## src/rtl/core/cidlp_pkg.sv

```systemverilog
// Shared types and constants for the caller-ID line parser.
// No dependencies; imported by every module of the block but cidlp_ram.
`timescale 1ns / 1ps

package cidlp_pkg;

  // fixed field widths of the stream payload and the line length counter
  localparam int unsigned ByteW       = 8;
  localparam int unsigned LineIdW     = 5;
  localparam int unsigned TextW       = 32;
  localparam int unsigned TextLenW    = 3;
  localparam int unsigned NumLenW     = 4;
  localparam int unsigned NameLenW    = 6;
  localparam int unsigned ItemKindW   = 2;
  localparam int unsigned OutDataW    = 96;
  localparam int unsigned LineLenW    = 8;

  // default store sizes
  localparam int unsigned NumberCharsDef = 14;
  localparam int unsigned NameCharsDef   = 49;

  localparam logic [LineIdW-1:0] LineIdReset = 5'd1;

  // characters with a special meaning
  localparam logic [ByteW-1:0] CharLf    = 8'd10;
  localparam logic [ByteW-1:0] CharNul   = 8'd0;
  localparam logic [ByteW-1:0] CharSpace = 8'd32;
  localparam logic [ByteW-1:0] CharEqual = 8'd61;
  localparam logic [ByteW-1:0] CharOne   = 8'h31;
  localparam logic [ByteW-1:0] CharCr    = 8'd13;

  // line keywords, first byte in the high bits
  localparam logic [31:0] WordDate = 32'h4441_5445;
  localparam logic [31:0] WordTime = 32'h5449_4D45;
  localparam logic [31:0] WordNmbr = 32'h4E4D_4252;
  localparam logic [31:0] WordName = 32'h4E41_4D45;

  // item kinds on tuser
  localparam logic [ItemKindW-1:0] ItemHeader = 2'd0;
  localparam logic [ItemKindW-1:0] ItemNumber = 2'd1;
  localparam logic [ItemKindW-1:0] ItemName   = 2'd2;

  typedef enum logic [2:0] {
    KIND_NONE = 3'd0,
    KIND_DATE = 3'd1,
    KIND_TIME = 3'd2,
    KIND_NMBR = 3'd3,
    KIND_NAME = 3'd4
  } line_kind_e;

  // output tdata layout, msb member first
  typedef struct packed {
    logic [2:0]          pad;
    logic [ByteW-1:0]    text_char;
    logic [NameLenW-1:0] name_length;
    logic [NumLenW-1:0]  number_length;
    logic [TextLenW-1:0] time_length;
    logic [TextW-1:0]    time_text;
    logic [TextLenW-1:0] date_length;
    logic [TextW-1:0]    date_text;
    logic [LineIdW-1:0]  line_number;
  } out_data_t;

  // commands from the sequencer to the datapath
  typedef struct packed {
    logic accept;
    logic load_hdr;
    logic rd_num;
    logic rd_name;
    logic load_num;
    logic load_name;
    logic idx_clr;
    logic idx_inc;
    logic clear_fields;
  } dp_cmd_t;

  // status from the datapath to the sequencer
  typedef struct packed {
    logic rec_end;
    logic out_free;
    logic num_any;
    logic name_any;
    logic num_more;
    logic name_more;
  } dp_status_t;

endpackage

```

## src/rtl/core/caller_id_line_parser.sv

```systemverilog
// Caller-ID line parser: usage and handshake.
// Input stream s_axis carries one modem text byte per transfer. Bytes build
// lines ending at LF or NUL; DATE, TIME, NMBR and NAME lines fill fields.
// Output stream m_axis carries one record per NAME line: a header (tuser 0)
// with line id, date, time and lengths, then number characters (tuser 1),
// then name characters (tuser 2); tlast marks the final item of a record.
// cfg_we_i/cfg_wdata_i write the line id (reset 1); the user must do so only
// while the block is idle, as the block itself does not enforce it.
// Throughput: one input byte per cycle outside record emission. The byte
// that ends a NAME line starts emission and tready drops; the header is
// loaded once the output register is free, then each character passes a
// read state and a load state because of the registered read of the
// number/name RAMs. An item is visible in the cycle after it is loaded.
// A receiver stall holds the output register; the sequencer waits and input
// stays stalled until the last item of the record is loaded. Input bytes
// are taken again while that last item still waits for its transfer.
// Reset clears all parsing state and fields; character RAMs are not cleared.
// Depends on cidlp_pkg, cidlp_ctrl, cidlp_datapath and cidlp_ram.
`timescale 1ns / 1ps

module caller_id_line_parser #(
  parameter int unsigned NumberChars = cidlp_pkg::NumberCharsDef,
  parameter int unsigned NameChars   = cidlp_pkg::NameCharsDef
) (
  input  logic                              clk_i,
  input  logic                              rst_ni,
  // line id register write
  input  logic                              cfg_we_i,
  input  logic [cidlp_pkg::LineIdW-1:0]     cfg_wdata_i,
  // input stream
  input  logic                              s_axis_tvalid,
  output logic                              s_axis_tready,
  input  logic [cidlp_pkg::ByteW-1:0]       s_axis_tdata,   // rx_byte
  // output stream
  output logic                              m_axis_tvalid,
  input  logic                              m_axis_tready,
  // line_number, date_text, date_length, time_text, time_length,
  // number_length, name_length, text_char, zero fill
  output logic [cidlp_pkg::OutDataW-1:0]    m_axis_tdata,
  output logic [cidlp_pkg::ItemKindW-1:0]   m_axis_tuser,   // item_kind
  output logic                              m_axis_tlast    // last_of_record
);

  import cidlp_pkg::*;

  dp_cmd_t    dp_cmd;
  dp_status_t dp_status;

  // sequencer
  cidlp_ctrl u_ctrl (
    .clk_i      (clk_i),
    .rst_ni     (rst_ni),
    .in_valid_i (s_axis_tvalid),
    .in_ready_o (s_axis_tready),
    .status_i   (dp_status),
    .cmd_o      (dp_cmd)
  );

  // datapath
  cidlp_datapath #(
    .NumberChars (NumberChars),
    .NameChars   (NameChars)
  ) u_datapath (
    .clk_i       (clk_i),
    .rst_ni      (rst_ni),
    .cfg_we_i    (cfg_we_i),
    .cfg_wdata_i (cfg_wdata_i),
    .rx_byte_i   (s_axis_tdata),
    .cmd_i       (dp_cmd),
    .status_o    (dp_status),
    .out_ready_i (m_axis_tready),
    .out_valid_o (m_axis_tvalid),
    .out_data_o  (m_axis_tdata),
    .out_kind_o  (m_axis_tuser),
    .out_last_o  (m_axis_tlast)
  );

  // a byte ending a NAME line stops further input
  assert property (@(posedge clk_i) disable iff (!rst_ni)
    (dp_cmd.accept && dp_status.rec_end) |=> !s_axis_tready)
    else $error("input not stalled after record end");

  // never overwrite an item that has not been transferred
  assert property (@(posedge clk_i) disable iff (!rst_ni)
    (dp_cmd.load_hdr || dp_cmd.load_num || dp_cmd.load_name) |-> dp_status.out_free)
    else $error("output register overwritten");

  // input transfer and item loads are exclusive
  assert property (@(posedge clk_i) disable iff (!rst_ni)
    $onehot0({dp_cmd.accept, dp_cmd.load_hdr, dp_cmd.load_num, dp_cmd.load_name}))
    else $error("conflicting datapath commands");

endmodule

```

## src/rtl/core/cidlp_ram.sv

```systemverilog
// Generic single-write, single-read RAM with registered read data.
// No dependencies.
`timescale 1ns / 1ps

module cidlp_ram #(
  parameter int unsigned Width = 8,
  parameter int unsigned Depth = 16,
  localparam int unsigned Aw = (Depth > 1) ? $clog2(Depth) : 1
) (
  input  logic             clk_i,
  input  logic             we_i,
  input  logic [Aw-1:0]    waddr_i,
  input  logic [Width-1:0] wdata_i,
  input  logic             re_i,
  input  logic [Aw-1:0]    raddr_i,
  output logic [Width-1:0] rdata_o
);

  logic [Width-1:0] mem_q [Depth];
  logic [Width-1:0] rdata_q;

  // write port
  always_ff @(posedge clk_i) begin
    if (we_i) begin
      mem_q[waddr_i] <= wdata_i;
    end
  end

  // registered read port, holds until the next read
  always_ff @(posedge clk_i) begin
    if (re_i) begin
      rdata_q <= mem_q[raddr_i];
    end
  end

  assign rdata_o = rdata_q;

endmodule

```

## src/rtl/core/cidlp_datapath.sv

```systemverilog
// Datapath of the caller-ID line parser: line tracking, field stores,
// emit index and output register. Uses cidlp_pkg and cidlp_ram.
`timescale 1ns / 1ps

module cidlp_datapath #(
  parameter int unsigned NumberChars = cidlp_pkg::NumberCharsDef,
  parameter int unsigned NameChars   = cidlp_pkg::NameCharsDef
) (
  input  logic                                        clk_i,
  input  logic                                        rst_ni,
  input  logic                                        cfg_we_i,
  input  logic [cidlp_pkg::LineIdW-1:0]               cfg_wdata_i,
  input  logic [cidlp_pkg::ByteW-1:0]                 rx_byte_i,
  input  cidlp_pkg::dp_cmd_t                          cmd_i,
  output cidlp_pkg::dp_status_t                       status_o,
  input  logic                                        out_ready_i,
  output logic                                        out_valid_o,
  output logic [cidlp_pkg::OutDataW-1:0]              out_data_o,
  output logic [cidlp_pkg::ItemKindW-1:0]             out_kind_o,
  output logic                                        out_last_o
);

  import cidlp_pkg::*;

  localparam int unsigned NumCntW  = $clog2(NumberChars + 1);
  localparam int unsigned NameCntW = $clog2(NameChars + 1);
  localparam int unsigned NumAw    = (NumberChars > 1) ? $clog2(NumberChars) : 1;
  localparam int unsigned NameAw   = (NameChars > 1) ? $clog2(NameChars) : 1;
  localparam int unsigned IdxW     = (NumCntW > NameCntW) ? NumCntW : NameCntW;

  logic [LineIdW-1:0]  line_id_q;
  logic [LineLenW-1:0] line_len_q, line_len_d;
  logic [23:0]         kw_q, kw_d;
  line_kind_e          kind_q, kind_d;
  logic                phase_q, phase_d;
  logic [TextW-1:0]    date_q, date_d, time_q, time_d;
  logic [TextLenW-1:0] date_cnt_q, date_cnt_d, time_cnt_q, time_cnt_d;
  logic [NumCntW-1:0]  num_cnt_q, num_cnt_d, num_kept_q, num_kept_d;
  logic [NameCntW-1:0] name_cnt_q, name_cnt_d, name_kept_q, name_kept_d;
  logic [IdxW-1:0]     idx_q;
  logic [IdxW:0]       idx_next;
  logic                num_we, name_we;
  logic [ByteW-1:0]    num_rdata, name_rdata;
  logic                is_end, is_sep, is_blank;

  logic                out_valid_q;
  out_data_t           out_data_q;
  logic [ItemKindW-1:0] out_kind_q;
  logic                out_last_q;
  out_data_t           hdr_data, chr_data;

  // byte classification
  assign is_end   = (rx_byte_i == CharLf) || (rx_byte_i == CharNul);
  assign is_sep   = (rx_byte_i == CharSpace) || (rx_byte_i == CharEqual);
  assign is_blank = (rx_byte_i == CharSpace) || (rx_byte_i == CharCr);

  // line id register
  always_ff @(posedge clk_i or negedge rst_ni) begin
    if (!rst_ni) begin
      line_id_q <= LineIdReset;
    end else if (cfg_we_i) begin
      line_id_q <= cfg_wdata_i;
    end
  end

  // line parsing and field capture
  always_comb begin
    line_len_d  = line_len_q;
    kw_d        = kw_q;
    kind_d      = kind_q;
    phase_d     = phase_q;
    date_d      = date_q;
    date_cnt_d  = date_cnt_q;
    time_d      = time_q;
    time_cnt_d  = time_cnt_q;
    num_cnt_d   = num_cnt_q;
    num_kept_d  = num_kept_q;
    name_cnt_d  = name_cnt_q;
    name_kept_d = name_kept_q;
    num_we      = 1'b0;
    name_we     = 1'b0;

    if (cmd_i.clear_fields) begin
      date_d      = '0;
      date_cnt_d  = '0;
      time_d      = '0;
      time_cnt_d  = '0;
      num_cnt_d   = '0;
      num_kept_d  = '0;
      name_cnt_d  = '0;
      name_kept_d = '0;
    end

    if (cmd_i.accept) begin
      if (is_end) begin
        line_len_d = '0;
        kw_d       = '0;
        kind_d     = KIND_NONE;
        phase_d    = 1'b0;
      end else begin
        if (line_len_q < LineLenW'(3)) begin
          kw_d = {kw_q[15:0], rx_byte_i};
        end else if (line_len_q == LineLenW'(3)) begin
          // fourth byte completes the keyword
          phase_d = 1'b0;
          case ({kw_q, rx_byte_i})
            WordDate: begin
              kind_d     = KIND_DATE;
              date_d     = '0;
              date_cnt_d = '0;
            end
            WordTime: begin
              kind_d     = KIND_TIME;
              time_d     = '0;
              time_cnt_d = '0;
            end
            WordNmbr: begin
              kind_d     = KIND_NMBR;
              num_cnt_d  = '0;
              num_kept_d = '0;
            end
            WordName: begin
              kind_d      = KIND_NAME;
              name_cnt_d  = '0;
              name_kept_d = '0;
            end
            default: kind_d = KIND_NONE;
          endcase
        end else if ((kind_q != KIND_NONE) && !(!phase_q && is_sep)) begin
          // field body, separators already skipped
          phase_d = 1'b1;
          if (!(!phase_q && (kind_q == KIND_NMBR) && (rx_byte_i == CharOne))) begin
            case (kind_q)
              KIND_DATE: begin
                if (date_cnt_q < TextLenW'(4)) begin
                  date_d[{~date_cnt_q[1:0], 3'b000} +: ByteW] = rx_byte_i;
                  date_cnt_d = date_cnt_q + TextLenW'(1);
                end
              end
              KIND_TIME: begin
                if (time_cnt_q < TextLenW'(4)) begin
                  time_d[{~time_cnt_q[1:0], 3'b000} +: ByteW] = rx_byte_i;
                  time_cnt_d = time_cnt_q + TextLenW'(1);
                end
              end
              KIND_NMBR: begin
                if (num_cnt_q < NumCntW'(NumberChars)) begin
                  num_we    = 1'b1;
                  num_cnt_d = num_cnt_q + NumCntW'(1);
                  if (!is_blank) begin
                    num_kept_d = num_cnt_q + NumCntW'(1);
                  end
                end
              end
              KIND_NAME: begin
                if (name_cnt_q < NameCntW'(NameChars)) begin
                  name_we    = 1'b1;
                  name_cnt_d = name_cnt_q + NameCntW'(1);
                  if (!is_blank) begin
                    name_kept_d = name_cnt_q + NameCntW'(1);
                  end
                end
              end
              default: ;
            endcase
          end
        end
        if (line_len_q != {LineLenW{1'b1}}) begin
          line_len_d = line_len_q + LineLenW'(1);
        end
      end
    end
  end

  // parser and field state registers
  always_ff @(posedge clk_i or negedge rst_ni) begin
    if (!rst_ni) begin
      line_len_q  <= '0;
      kw_q        <= '0;
      kind_q      <= KIND_NONE;
      phase_q     <= 1'b0;
      date_q      <= '0;
      date_cnt_q  <= '0;
      time_q      <= '0;
      time_cnt_q  <= '0;
      num_cnt_q   <= '0;
      num_kept_q  <= '0;
      name_cnt_q  <= '0;
      name_kept_q <= '0;
    end else begin
      line_len_q  <= line_len_d;
      kw_q        <= kw_d;
      kind_q      <= kind_d;
      phase_q     <= phase_d;
      date_q      <= date_d;
      date_cnt_q  <= date_cnt_d;
      time_q      <= time_d;
      time_cnt_q  <= time_cnt_d;
      num_cnt_q   <= num_cnt_d;
      num_kept_q  <= num_kept_d;
      name_cnt_q  <= name_cnt_d;
      name_kept_q <= name_kept_d;
    end
  end

  // number and name character stores
  cidlp_ram #(
    .Width (ByteW),
    .Depth (NumberChars)
  ) u_num_ram (
    .clk_i   (clk_i),
    .we_i    (num_we),
    .waddr_i (num_cnt_q[NumAw-1:0]),
    .wdata_i (rx_byte_i),
    .re_i    (cmd_i.rd_num),
    .raddr_i (idx_q[NumAw-1:0]),
    .rdata_o (num_rdata)
  );

  cidlp_ram #(
    .Width (ByteW),
    .Depth (NameChars)
  ) u_name_ram (
    .clk_i   (clk_i),
    .we_i    (name_we),
    .waddr_i (name_cnt_q[NameAw-1:0]),
    .wdata_i (rx_byte_i),
    .re_i    (cmd_i.rd_name),
    .raddr_i (idx_q[NameAw-1:0]),
    .rdata_o (name_rdata)
  );

  // emit index over the stored characters
  assign idx_next = {1'b0, idx_q} + (IdxW + 1)'(1);

  always_ff @(posedge clk_i or negedge rst_ni) begin
    if (!rst_ni) begin
      idx_q <= '0;
    end else if (cmd_i.idx_clr) begin
      idx_q <= '0;
    end else if (cmd_i.idx_inc) begin
      idx_q <= idx_next[IdxW-1:0];
    end
  end

  // status toward the sequencer
  assign status_o.rec_end   = is_end && (line_len_q != '0) && (kind_q == KIND_NAME);
  assign status_o.out_free  = !out_valid_q || out_ready_i;
  assign status_o.num_any   = (num_kept_q != '0);
  assign status_o.name_any  = (name_kept_q != '0);
  assign status_o.num_more  = idx_next < (IdxW + 1)'(num_kept_q);
  assign status_o.name_more = idx_next < (IdxW + 1)'(name_kept_q);

  // header and character payloads
  always_comb begin
    hdr_data               = '0;
    hdr_data.line_number   = line_id_q;
    hdr_data.date_text     = date_q;
    hdr_data.date_length   = date_cnt_q;
    hdr_data.time_text     = time_q;
    hdr_data.time_length   = time_cnt_q;
    hdr_data.number_length = NumLenW'(num_kept_q);
    hdr_data.name_length   = NameLenW'(name_kept_q);
    chr_data               = '0;
    chr_data.text_char     = cmd_i.load_num ? num_rdata : name_rdata;
  end

  // output register valid
  always_ff @(posedge clk_i or negedge rst_ni) begin
    if (!rst_ni) begin
      out_valid_q <= 1'b0;
    end else if (cmd_i.load_hdr || cmd_i.load_num || cmd_i.load_name) begin
      out_valid_q <= 1'b1;
    end else if (out_ready_i) begin
      out_valid_q <= 1'b0;
    end
  end

  // output register payload
  always_ff @(posedge clk_i) begin
    if (cmd_i.load_hdr) begin
      out_data_q <= hdr_data;
      out_kind_q <= ItemHeader;
      out_last_q <= !status_o.num_any && !status_o.name_any;
    end else if (cmd_i.load_num) begin
      out_data_q <= chr_data;
      out_kind_q <= ItemNumber;
      out_last_q <= !status_o.num_more && !status_o.name_any;
    end else if (cmd_i.load_name) begin
      out_data_q <= chr_data;
      out_kind_q <= ItemName;
      out_last_q <= !status_o.name_more;
    end
  end

  assign out_valid_o = out_valid_q;
  assign out_data_o  = out_data_q;
  assign out_kind_o  = out_kind_q;
  assign out_last_o  = out_last_q;

endmodule

```

## src/rtl/core/cidlp_ctrl.sv

```systemverilog
// Sequencer of the caller-ID line parser: input handshake and record emission.
// Uses cidlp_pkg; drives cidlp_datapath through command and status structs.
`timescale 1ns / 1ps

module cidlp_ctrl (
  input  logic                  clk_i,
  input  logic                  rst_ni,
  input  logic                  in_valid_i,
  output logic                  in_ready_o,
  input  cidlp_pkg::dp_status_t status_i,
  output cidlp_pkg::dp_cmd_t    cmd_o
);

  import cidlp_pkg::*;

  typedef enum logic [5:0] {
    ST_IDLE    = 6'b000001,
    ST_HDR     = 6'b000010,
    ST_NUM_RD  = 6'b000100,
    ST_NUM_LD  = 6'b001000,
    ST_NAME_RD = 6'b010000,
    ST_NAME_LD = 6'b100000
  } ctrl_state_e;

  ctrl_state_e state_q, state_d;

  // next state and commands
  always_comb begin
    state_d    = state_q;
    cmd_o      = '0;
    in_ready_o = 1'b0;
    case (state_q)
      ST_IDLE: begin
        in_ready_o   = 1'b1;
        cmd_o.accept = in_valid_i;
        if (in_valid_i && status_i.rec_end) begin
          state_d = ST_HDR;
        end
      end
      ST_HDR: begin
        if (status_i.out_free) begin
          cmd_o.load_hdr = 1'b1;
          cmd_o.idx_clr  = 1'b1;
          if (status_i.num_any) begin
            state_d = ST_NUM_RD;
          end else if (status_i.name_any) begin
            state_d = ST_NAME_RD;
          end else begin
            cmd_o.clear_fields = 1'b1;
            state_d            = ST_IDLE;
          end
        end
      end
      ST_NUM_RD: begin
        cmd_o.rd_num = 1'b1;
        state_d      = ST_NUM_LD;
      end
      ST_NUM_LD: begin
        if (status_i.out_free) begin
          cmd_o.load_num = 1'b1;
          if (status_i.num_more) begin
            cmd_o.idx_inc = 1'b1;
            state_d       = ST_NUM_RD;
          end else begin
            cmd_o.idx_clr = 1'b1;
            if (status_i.name_any) begin
              state_d = ST_NAME_RD;
            end else begin
              cmd_o.clear_fields = 1'b1;
              state_d            = ST_IDLE;
            end
          end
        end
      end
      ST_NAME_RD: begin
        cmd_o.rd_name = 1'b1;
        state_d       = ST_NAME_LD;
      end
      ST_NAME_LD: begin
        if (status_i.out_free) begin
          cmd_o.load_name = 1'b1;
          if (status_i.name_more) begin
            cmd_o.idx_inc = 1'b1;
            state_d       = ST_NAME_RD;
          end else begin
            cmd_o.idx_clr      = 1'b1;
            cmd_o.clear_fields = 1'b1;
            state_d            = ST_IDLE;
          end
        end
      end
      default: begin
        state_d = ST_IDLE;
      end
    endcase
  end

  // state register
  always_ff @(posedge clk_i or negedge rst_ni) begin
    if (!rst_ni) begin
      state_q <= ST_IDLE;
    end else begin
      state_q <= state_d;
    end
  end

endmodule

```

## config.mk

```make
export PLATFORM = sky130hd
export DESIGN_NAME = caller_id_line_parser
export DESIGN_NICKNAME = d
export VERILOG_FILES = /design/src/rtl/core/cidlp_pkg.sv /design/src/rtl/core/caller_id_line_parser.sv /design/src/rtl/core/cidlp_ram.sv /design/src/rtl/core/cidlp_datapath.sv /design/src/rtl/core/cidlp_ctrl.sv
export SDC_FILE = /design/constraint.sdc
export NUM_CORES = 1
export LEC_CHECK = 0
export CAP_MARGIN = 10
export CORE_MARGIN = 4
export CORE_UTILIZATION = 63
export CTS_BUF_LIST = sky130_fd_sc_hd__clkbuf_4 sky130_fd_sc_hd__clkbuf_8 sky130_fd_sc_hd__clkbuf_16
export CTS_CLUSTER_DIAMETER = 40
export DETAILED_ROUTE_END_ITERATION = 16
export DONT_BUFFER_PORTS = 1
export PLACE_DENSITY_LB_ADDON = 0.3
export SETUP_SLACK_MARGIN = 0.1
export SLEW_MARGIN = 20
export SYNTH_ARGS = -nofsm -noshare
export SYNTH_HDL_FRONTEND = slang
export SYNTH_SLANG_ARGS = --single-unit
```

## constraint.sdc

```tcl
create_clock -name clk_i -period 9.1 [get_ports clk_i]
set_clock_uncertainty 0.05 [all_clocks]
set_input_delay 1.365 -clock clk_i [delete_from_list [all_inputs] [get_ports clk_i]]
set_output_delay 1.365 -clock clk_i [all_outputs]
set_load 0.005 [all_outputs]
```

=== After elaboration in Yosys (flattened, before gate mapping) ===
Memory sizes are Yosys's and may differ from the RTL's. A register that Yosys moved wholly into a read port is not among the register bits.
Index checks and enable logic that the tools add are counted.

* Memories: 2
* Logic and storage cells: 276
* Register bits: 240
* Memory bits (writable): 504
* Output and inout port bits: 101
* Input bits: 18

* Mux-type cells: 159
* Eq/ne operators: 26
* Bitwise logic cells: 2
* Reductions and logical operators: 41
* Shift operators: 4
* Order comparisons: 7
* Add/subtract/negate cells: 8

{| class="wikitable"
|+ Memory list
! name !! depth !! width !! rd ports !! clocked after memory_dff !! write ports !! RTL line !! text
|-
| u_datapath.u_name_ram.mem_q || 49 || 8 || 1 || 1 || 1 || cidlp_ram.sv:19 || <nowiki>logic [Width-1:0] mem_q [Depth];</nowiki>
|-
| u_datapath.u_num_ram.mem_q || 14 || 8 || 1 || 1 || 1 || cidlp_ram.sv:19 ||
|}

{| class="wikitable"
|+ Operators with widths
! operator !! number
|-
| $mux 32 || 20
|-
| $mux 93 || 2
|-
| $mux 6 || 28
|-
| $eq 32x31->1 const B || 4
|-
| $mux 4 || 22
|-
| $mux 85 || 1
|-
| $mux 3 || 24
|-
| $bwmux 32 || 2
|-
| $shift 8x7->32 const A || 2
|-
| $shiftx 8x7->32 || 2
|-
| $mux 24 || 2
|-
| $mux 1 || 47
|-
| $pmux 6 s6 || 1
|-
| $eq 8x6->1 const B || 3
|-
| $mux 8 || 3
|-
| $eq 8x4->1 const B || 2
|-
| $mux 5 || 3
|-
| $neg 5->7 || 2
|-
| $pmux 3 s4 || 1
|-
| $reduce_bool 2->1 || 6
|-
| $logic_and 1x1->1 || 9
|-
| $reduce_bool 3->1 || 3
|-
| $add 8x1->8 const B || 1
|-
| $eq 8x2->1 const B || 1
|-
| other kinds (35) || 56
|}

=== Logic depth before layout (Yosys ltp) ===
* Depth in word-level cells: 15
* Depth in mapped cells: 16
* Depth with buffers taken out: 9

=== Hierarchy ===
A second synthesis with hierarchy kept.

* Cell total of the unflattened synthesis: 2014
* Area, all modules: 31841.8 um2

{| class="wikitable"
|+ Modules (own cells, without submodules)
! module !! cells an instance !! sequential area each (um2) !! instances !! area an instance (um2)
|-
| cidlp_ram at u_datapath.u_name_ram || 712 || 12011.5 || 1 || 15544.9
|-
| cidlp_datapath || 1035 || 6237.2 || 1 || 11124.4
|-
| cidlp_ram at u_datapath.u_num_ram || 210 || 3603.5 || 1 || 4687.0
|-
| cidlp_ctrl || 57 || 151.4 || 1 || 485.5
|}

=== Least setup slack after synthesis ===
OpenSTA, ideal clock, no wires.

* Path type: input-to-reg
* Start point: in m_axis_tready
* End point: reg u_datapath.out_data_q (netlist bit u_datapath.out_data_o[0]), enable pin
* Cell stages on the path: 2
* Buffers on the path: 0
* Data arrival time: 5.772 ns
* Setup time: 0.582 ns
* Required time: 8.468 ns
* Setup slack: 2.696 ns
* Cells stage by stage: nor2b_1 a31oi_1

* Longest elaborated chain between the ends: 4
* Elaborated cells on any way between the ends: 7
* Classes of those cells: mux: 5; reduce/logical: 2

{| class="wikitable"
|+ RTL lines
! what !! RTL line !! text
|-
| from (decl) || caller_id_line_parser.sv:36 || <nowiki>input logic m_axis_tready,</nowiki>
|-
| $logic_or 1x1->1 * || cidlp_datapath.sv:248 || <nowiki>assign status_o.out_free = !out_valid_q || out_ready_i;</nowiki>
|-
| $mux 4 or $mux 1 (tied branches) || cidlp_ctrl.sv:80, cidlp_ctrl.sv:41, cidlp_ctrl.sv:59 ||
|-
| $mux 1 || cidlp_ctrl.sv:32 || <nowiki>case (state_q)</nowiki>
|-
| $reduce_bool 3->1 (no source line) * || -- ||
|-
| to (signal assigned) || cidlp_datapath.sv:282 || <nowiki>out_data_q <= hdr_data;</nowiki>
|-
| to (signal assigned) || cidlp_datapath.sv:286 || <nowiki>out_data_q <= chr_data;</nowiki>
|-
| to (signal assigned) || cidlp_datapath.sv:290 || <nowiki>out_data_q <= chr_data;</nowiki>
|-
| to (decl) || cidlp_datapath.sv:47 || <nowiki>out_data_t out_data_q;</nowiki>
|}

Every way passes the cells marked *; elsewhere a longest branch is shown, timed or not.
A chain may end at the register's enable or synchronous reset.

=== Worst setup path in the final report ===
* Start point: reg u_datapath.idx_q[1]
* End point: reg u_datapath.time_q[1]

* Longest elaborated chain between the ends: 15
* Elaborated cells on any way between the ends: 19
* Classes of those cells: add/sub: 1; order compare: 2; mux: 16

{| class="wikitable"
|+ RTL lines
! what !! RTL line !! text
|-
| from (decl) || cidlp_datapath.sv:40 || <nowiki>logic [IdxW-1:0] idx_q;</nowiki>
|-
| from (signal assigned) || cidlp_datapath.sv:242 || <nowiki>idx_q <= idx_next[IdxW-1:0];</nowiki>
|-
| $add 6x1->7 * || cidlp_datapath.sv:234 || <nowiki>assign idx_next = {1'b0, idx_q} + (IdxW + 1)'(1);</nowiki>
|-
| $lt 7x6->1 or $lt 7x4->1 (tied branches) || cidlp_datapath.sv:252, cidlp_datapath.sv:251 ||
|-
| $mux 1, on equally long branches || cidlp_ctrl.sv:82, cidlp_ctrl.sv:61 ||
|-
| $mux 4 or $mux 3 (tied branches) || cidlp_ctrl.sv:80, cidlp_ctrl.sv:59 ||
|-
| $pmux 1 s3 * || cidlp_ctrl.sv:32 ||
|-
| $mux 32 * || cidlp_datapath.sv:83 || <nowiki>if (cmd_i.clear_fields) begin</nowiki>
|-
| $bwmux 32 || cidlp_datapath.sv:142 || <nowiki>time_d[{~time_cnt_q[1:0], 3'b000} +: ByteW] = rx_byte_i;</nowiki>
|-
| $mux 32 || cidlp_datapath.sv:141 || <nowiki>if (time_cnt_q < TextLenW'(4)) begin</nowiki>
|-
| $mux 32 || cidlp_datapath.sv:133 || <nowiki>case (kind_q)</nowiki>
|-
| $mux 32 || cidlp_datapath.sv:132 || <nowiki>if (!(!phase_q && (kind_q == KIND_NMBR) && (rx_byte_i == CharOne))) begin</nowiki>
|-
| $mux 32 || cidlp_datapath.sv:129 || <nowiki>end else if ((kind_q != KIND_NONE) && !(!phase_q && is_sep)) begin</nowiki>
|-
| $mux 32 || cidlp_datapath.sv:103 || <nowiki>end else if (line_len_q == LineLenW'(3)) begin</nowiki>
|-
| $mux 32 || cidlp_datapath.sv:101 || <nowiki>if (line_len_q < LineLenW'(3)) begin</nowiki>
|-
| $mux 32 || cidlp_datapath.sv:95 || <nowiki>if (is_end) begin</nowiki>
|-
| $mux 32 * || cidlp_datapath.sv:94 || <nowiki>if (cmd_i.accept) begin</nowiki>
|-
| named net u_datapath.time_d[1] || cidlp_datapath.sv:36 || <nowiki>logic [TextW-1:0] date_q, date_d, time_q, time_d;</nowiki>
|-
| to (signal assigned) || cidlp_datapath.sv:197 || <nowiki>time_q <= time_d;</nowiki>
|-
| to (decl) || cidlp_datapath.sv:36 ||
|}

Mark *: on every way through the listed nets, which the timed path passes. The rest lies on a longest branch.

==> flow_metrics.py <==
metrics = {
    "power": {
        "p_leak_nw": 11.8,
        "power_density_nw_per_um2": 225,
        "ir_drop_uv": 294,
    },
    "yosys": {
        "yosys_most_used_dff": "edfxtp_1",
        "synth_top_cell_by_area": "edfxtp_1",
        "synth_top_area_share_pct": 57.0,
        "synth_area_sq_um": 31900,
        "synth_area_per_cell_sq_um": 16.1,
        "ys_types": 84,
        "ys_seq_elements": 760,
        "synth.area.top_cells": "edfxtp_1 (57%), dfrtp_1 (11%), mux4_2 (11%), and2_1 (1.8%), nor2_1 (1.5%)",
        "synthArstFlopShare_pct": 18.9,
        "yosys_warnings": 0,
        "synth-edff-count": 606,
        "syn_inst": 1984,
        "ys_seq_area_share_pct": 68.9,
    },
    "timing": {
        "rsz0062_at_grt": "no",
        "fmax_mhz": 179,
        "fin_crit_sh_pct": 61.4,
        "slew_violations": 0,
        "whs_ns": 0.372,
        "worst_slew_pin_slew_ns": 1.09,
        "slew_headroom_pct": 27.5,
        "finalCriticalPeriod_ns": 5.58,
        "hold_violations": 0,
        "setup_viol": 0,
        "setup_tns_ns": 0,
    },
    "status": {
        "status": "finished clean",
    },
    "setup_path": {
        "startpoint_type": "register",
        "crit_path_end_kind": "register",
        "critPathKind": "reg -> reg",
        "crit_arrival_ns": 6.07,
        "cp_max_fo": 76,
        "required_ns": 9.59,
    },
    "floorplanning": {
        "die_area_sq_um": 54400,
        "ios": 119,
        "die_h_microns": 233,
        "die_w_microns": 233,
        "rows": 82,
        "initial_core_util_pct": 63.7,
        "coreArea_sq_um": 50200,
    },
    "global_routing": {
        "grt_pass1_wl_mm": 116,
        "grt_pass1_vias": 18600,
        "grt_max_degree": 145,
        "grtUsageTotal_pct": 28.5,
        "grt_overflow_total": 0,
        "grt_antenna_before_repair": 1,
    },
    "clock_tree": {
        "clock-sinks": 760,
        "cts_tree": "built",
        "insertion_delay_ns": 0.64,
        "root_buffer": "clkbuf_16",
        "cts_hold_buf": 0,
        "cts_repair_resize_count": 0,
        "cts_max_path_buffers": 3,
        "cts_setup_buffers": 0,
        "clkTransAtPathRegs_ns": 0.06,
        "h-tree-depth": 3,
        "cts_buffers": 97,
    },
    "final_layout": {
        "final-seq-area_sq_um": 22000,
        "drive_gt1_share_pct": 20.5,
        "multiInputGateArea_sq_um": 9270,
        "diodes": 0,
        "final_nets": 2021,
        "syn2layout_area_growth_pct": 12.1,
        "fillers": 2942,
    },
    "route": {
        "firstDrtPassIters": 8,
        "wl_per_cell_microns": 28.1,
        "antenna_left": 0,
        "num_vias": 18700,
        "route.detailed.drc": 0,
        "first_iter_violations": 2377,
        "vias_per_cell": 6.86,
        "routed_wl_mm": 76.8,
    },
    "place": {
        "gp_congestion": 0.886,
        "port_buffers": 0,
        "dp.final_hpwl_mm": 43.3,
    },
    "min_path": {
        "min_path_type": "in -> async",
    },
    "run": {
        "cap_violations": 0,
    },
}
[worst max-delay path, stage by stage, from the launching register on]
cell and delay (ns):
dfrtp_4 0.94, buf_4 0.94, nand3_1 0.26, xnor2_1 0.23
ha_1 0.23, or3_1 0.31, o22a_1 0.21, maj3_2 0.36
o21ai_4 0.44, buf_4 0.68, nand2_1 0.37, o32ai_1 0.35
[cell usage after synthesis, types with 11 or more instances]
cell type,number
nor2b_1,12
and3_1,15
mux4_2,152
clkbuf_1,68
inv_1,27
ha_1,26
nand3_1,49
and2_1,91
dfrtp_1,142
a21oi_1,90
mux2i_1,13
buf_2,39
mux2_2,16
edfxtp_1,606
nor3_1,54
a22o_1,21
o21ai_0,42
o22ai_1,15
nand4_1,29
nand3b_1,12
nor2_1,125
a211oi_1,13
nand2b_1,11
a32oi_1,44
nor3b_1,11
nand2_1,71
[flip-flops by register name, summed over array words and instances, names as in the netlist]
register,cells
u_datapath.u_name_ram.mem_q,392
u_datapath.u_num_ram.mem_q,112
u_datapath.out_data_o,93
u_datapath.date_q,32
u_datapath.time_q,32
u_datapath.kw_q,24
u_datapath.line_len_q,8
u_datapath.u_name_ram.rdata_o,8
u_datapath.u_num_ram.rdata_o,8
u_ctrl.state_q,6
u_datapath.idx_q,6
u_datapath.name_cnt_q,6
u_datapath.name_kept_q,6
u_datapath.line_id_q,5
u_datapath.num_cnt_q,4
u_datapath.num_kept_q,4
u_datapath.date_cnt_q,3
u_datapath.kind_q,3
u_datapath.time_cnt_q,3
u_datapath.out_kind_o,2
u_datapath.out_last_o,1
u_datapath.out_valid_o,1
u_datapath.phase_q,1
[worst paths after layout]
check	startpoint	endpoint	slack, ns	cells past startpoint
max	u_datapath.idx_q[1]$_DFFE_PN0P_	u_datapath.time_q[1]$_DFF_PN0_	3.52	11
min	rst_ni	u_datapath.date_q[23]$_DFF_PN0_	0.37	0
max reg2reg	u_datapath.idx_q[1]$_DFFE_PN0P_	u_datapath.time_q[1]$_DFF_PN0_	3.52	11
min reg2reg	u_datapath.kw_q[18]$_DFFE_PN0P_	u_datapath.kw_q[18]$_DFFE_PN0P_	0.44	1
max in group asynchronous	rst_ni	u_ctrl.state_q[0]$_DFFE_PN1P_	8.35	0
min in group clk_i	u_datapath.kw_q[18]$_DFFE_PN0P_	u_datapath.kw_q[18]$_DFFE_PN0P_	0.44	1
[cells in the final DEF, fill, tap and decap left out, drive strengths merged, types with 11 or more instances in the layout]
master | netlist | layout
nand3b | 13 | 13
nor4 | 14 | 14
a22o | 21 | 21
bufinv | 0 | 11
o21ai | 44 | 44
nand3 | 49 | 49
inv | 27 | 48
a32oi | 44 | 44
buf | 63 | 24
nand4 | 29 | 29
o22ai | 15 | 15
dfrtp | 142 | 142
nand2 | 72 | 72
mux2 | 16 | 16
nand2b | 11 | 11
nor2 | 127 | 127
a211oi | 13 | 13
nor3b | 11 | 11
mux2i | 13 | 13
nor2b | 12 | 12
clkbuf | 69 | 112
nor3 | 64 | 64
ha | 26 | 26
a21oi | 90 | 90
mux4 | 152 | 152
clkinv | 0 | 27
and3 | 15 | 15
and2 | 92 | 92
edfxtp | 606 | 606
[stage by stage]
step                      instance area [sq um]  utilization (%)  setup slack [ns]  instances  total power [W]
after floorplan                           32000                -              2.70       1986          0.00413
after global placement                    32400             64.5              3.71       2549          0.00417
after detailed placement                  32400             64.5              3.62       2549          0.00418
after CTS                                 35800             71.3              3.58       2730          0.00810
after global routing                      35800             71.4              3.27       2731          0.00831
final                                     35800             71.4              3.52       2731          0.00807
[final cells by class]
type | count | area share [%]
inverters | 27 | 0.283
repair buffers | 24 | 0.559
multi-input cells | 1067 | 25.9
flip-flops and latches | 760 | 61.4
well taps | 672 | 2.35
clock buffers | 112 | 7.29
clock inverters | 69 | 2.22
[layer usage]
metal,vias to the layer above,part of all wire [%],global-route usage (%)
met3,213,8.9,5.89
met1,9482,37,37.9
met5,-,0.020,0
li1,7861,-,-
met2,1182,51,47.8
met4,2,3.6,9.71
[cells by family after synthesis]
group | Yosys count | synth area share [%]
xor+xnor | 11 | 0.302
simple gates | 566 | 9.97
other cells | 1 | 0.0117
fa+ha+maj | 27 | 1.05
flops | 760 | 68.9
compound gates | 279 | 5.82
mux | 181 | 11.7
buf+inv | 159 | 2.29
[power breakdown]
group	total (W)	switching, W	internal [W]	leakage (nW)
registers	0.00387	0.0000633	0.00381	7.35
clock network	0.00395	0.00153	0.00242	1.66
logic	0.000248	0.000142	0.000106	2.82
total	0.00807	0.00174	0.00633	11.8
Power figures use the tool's default switching activity.
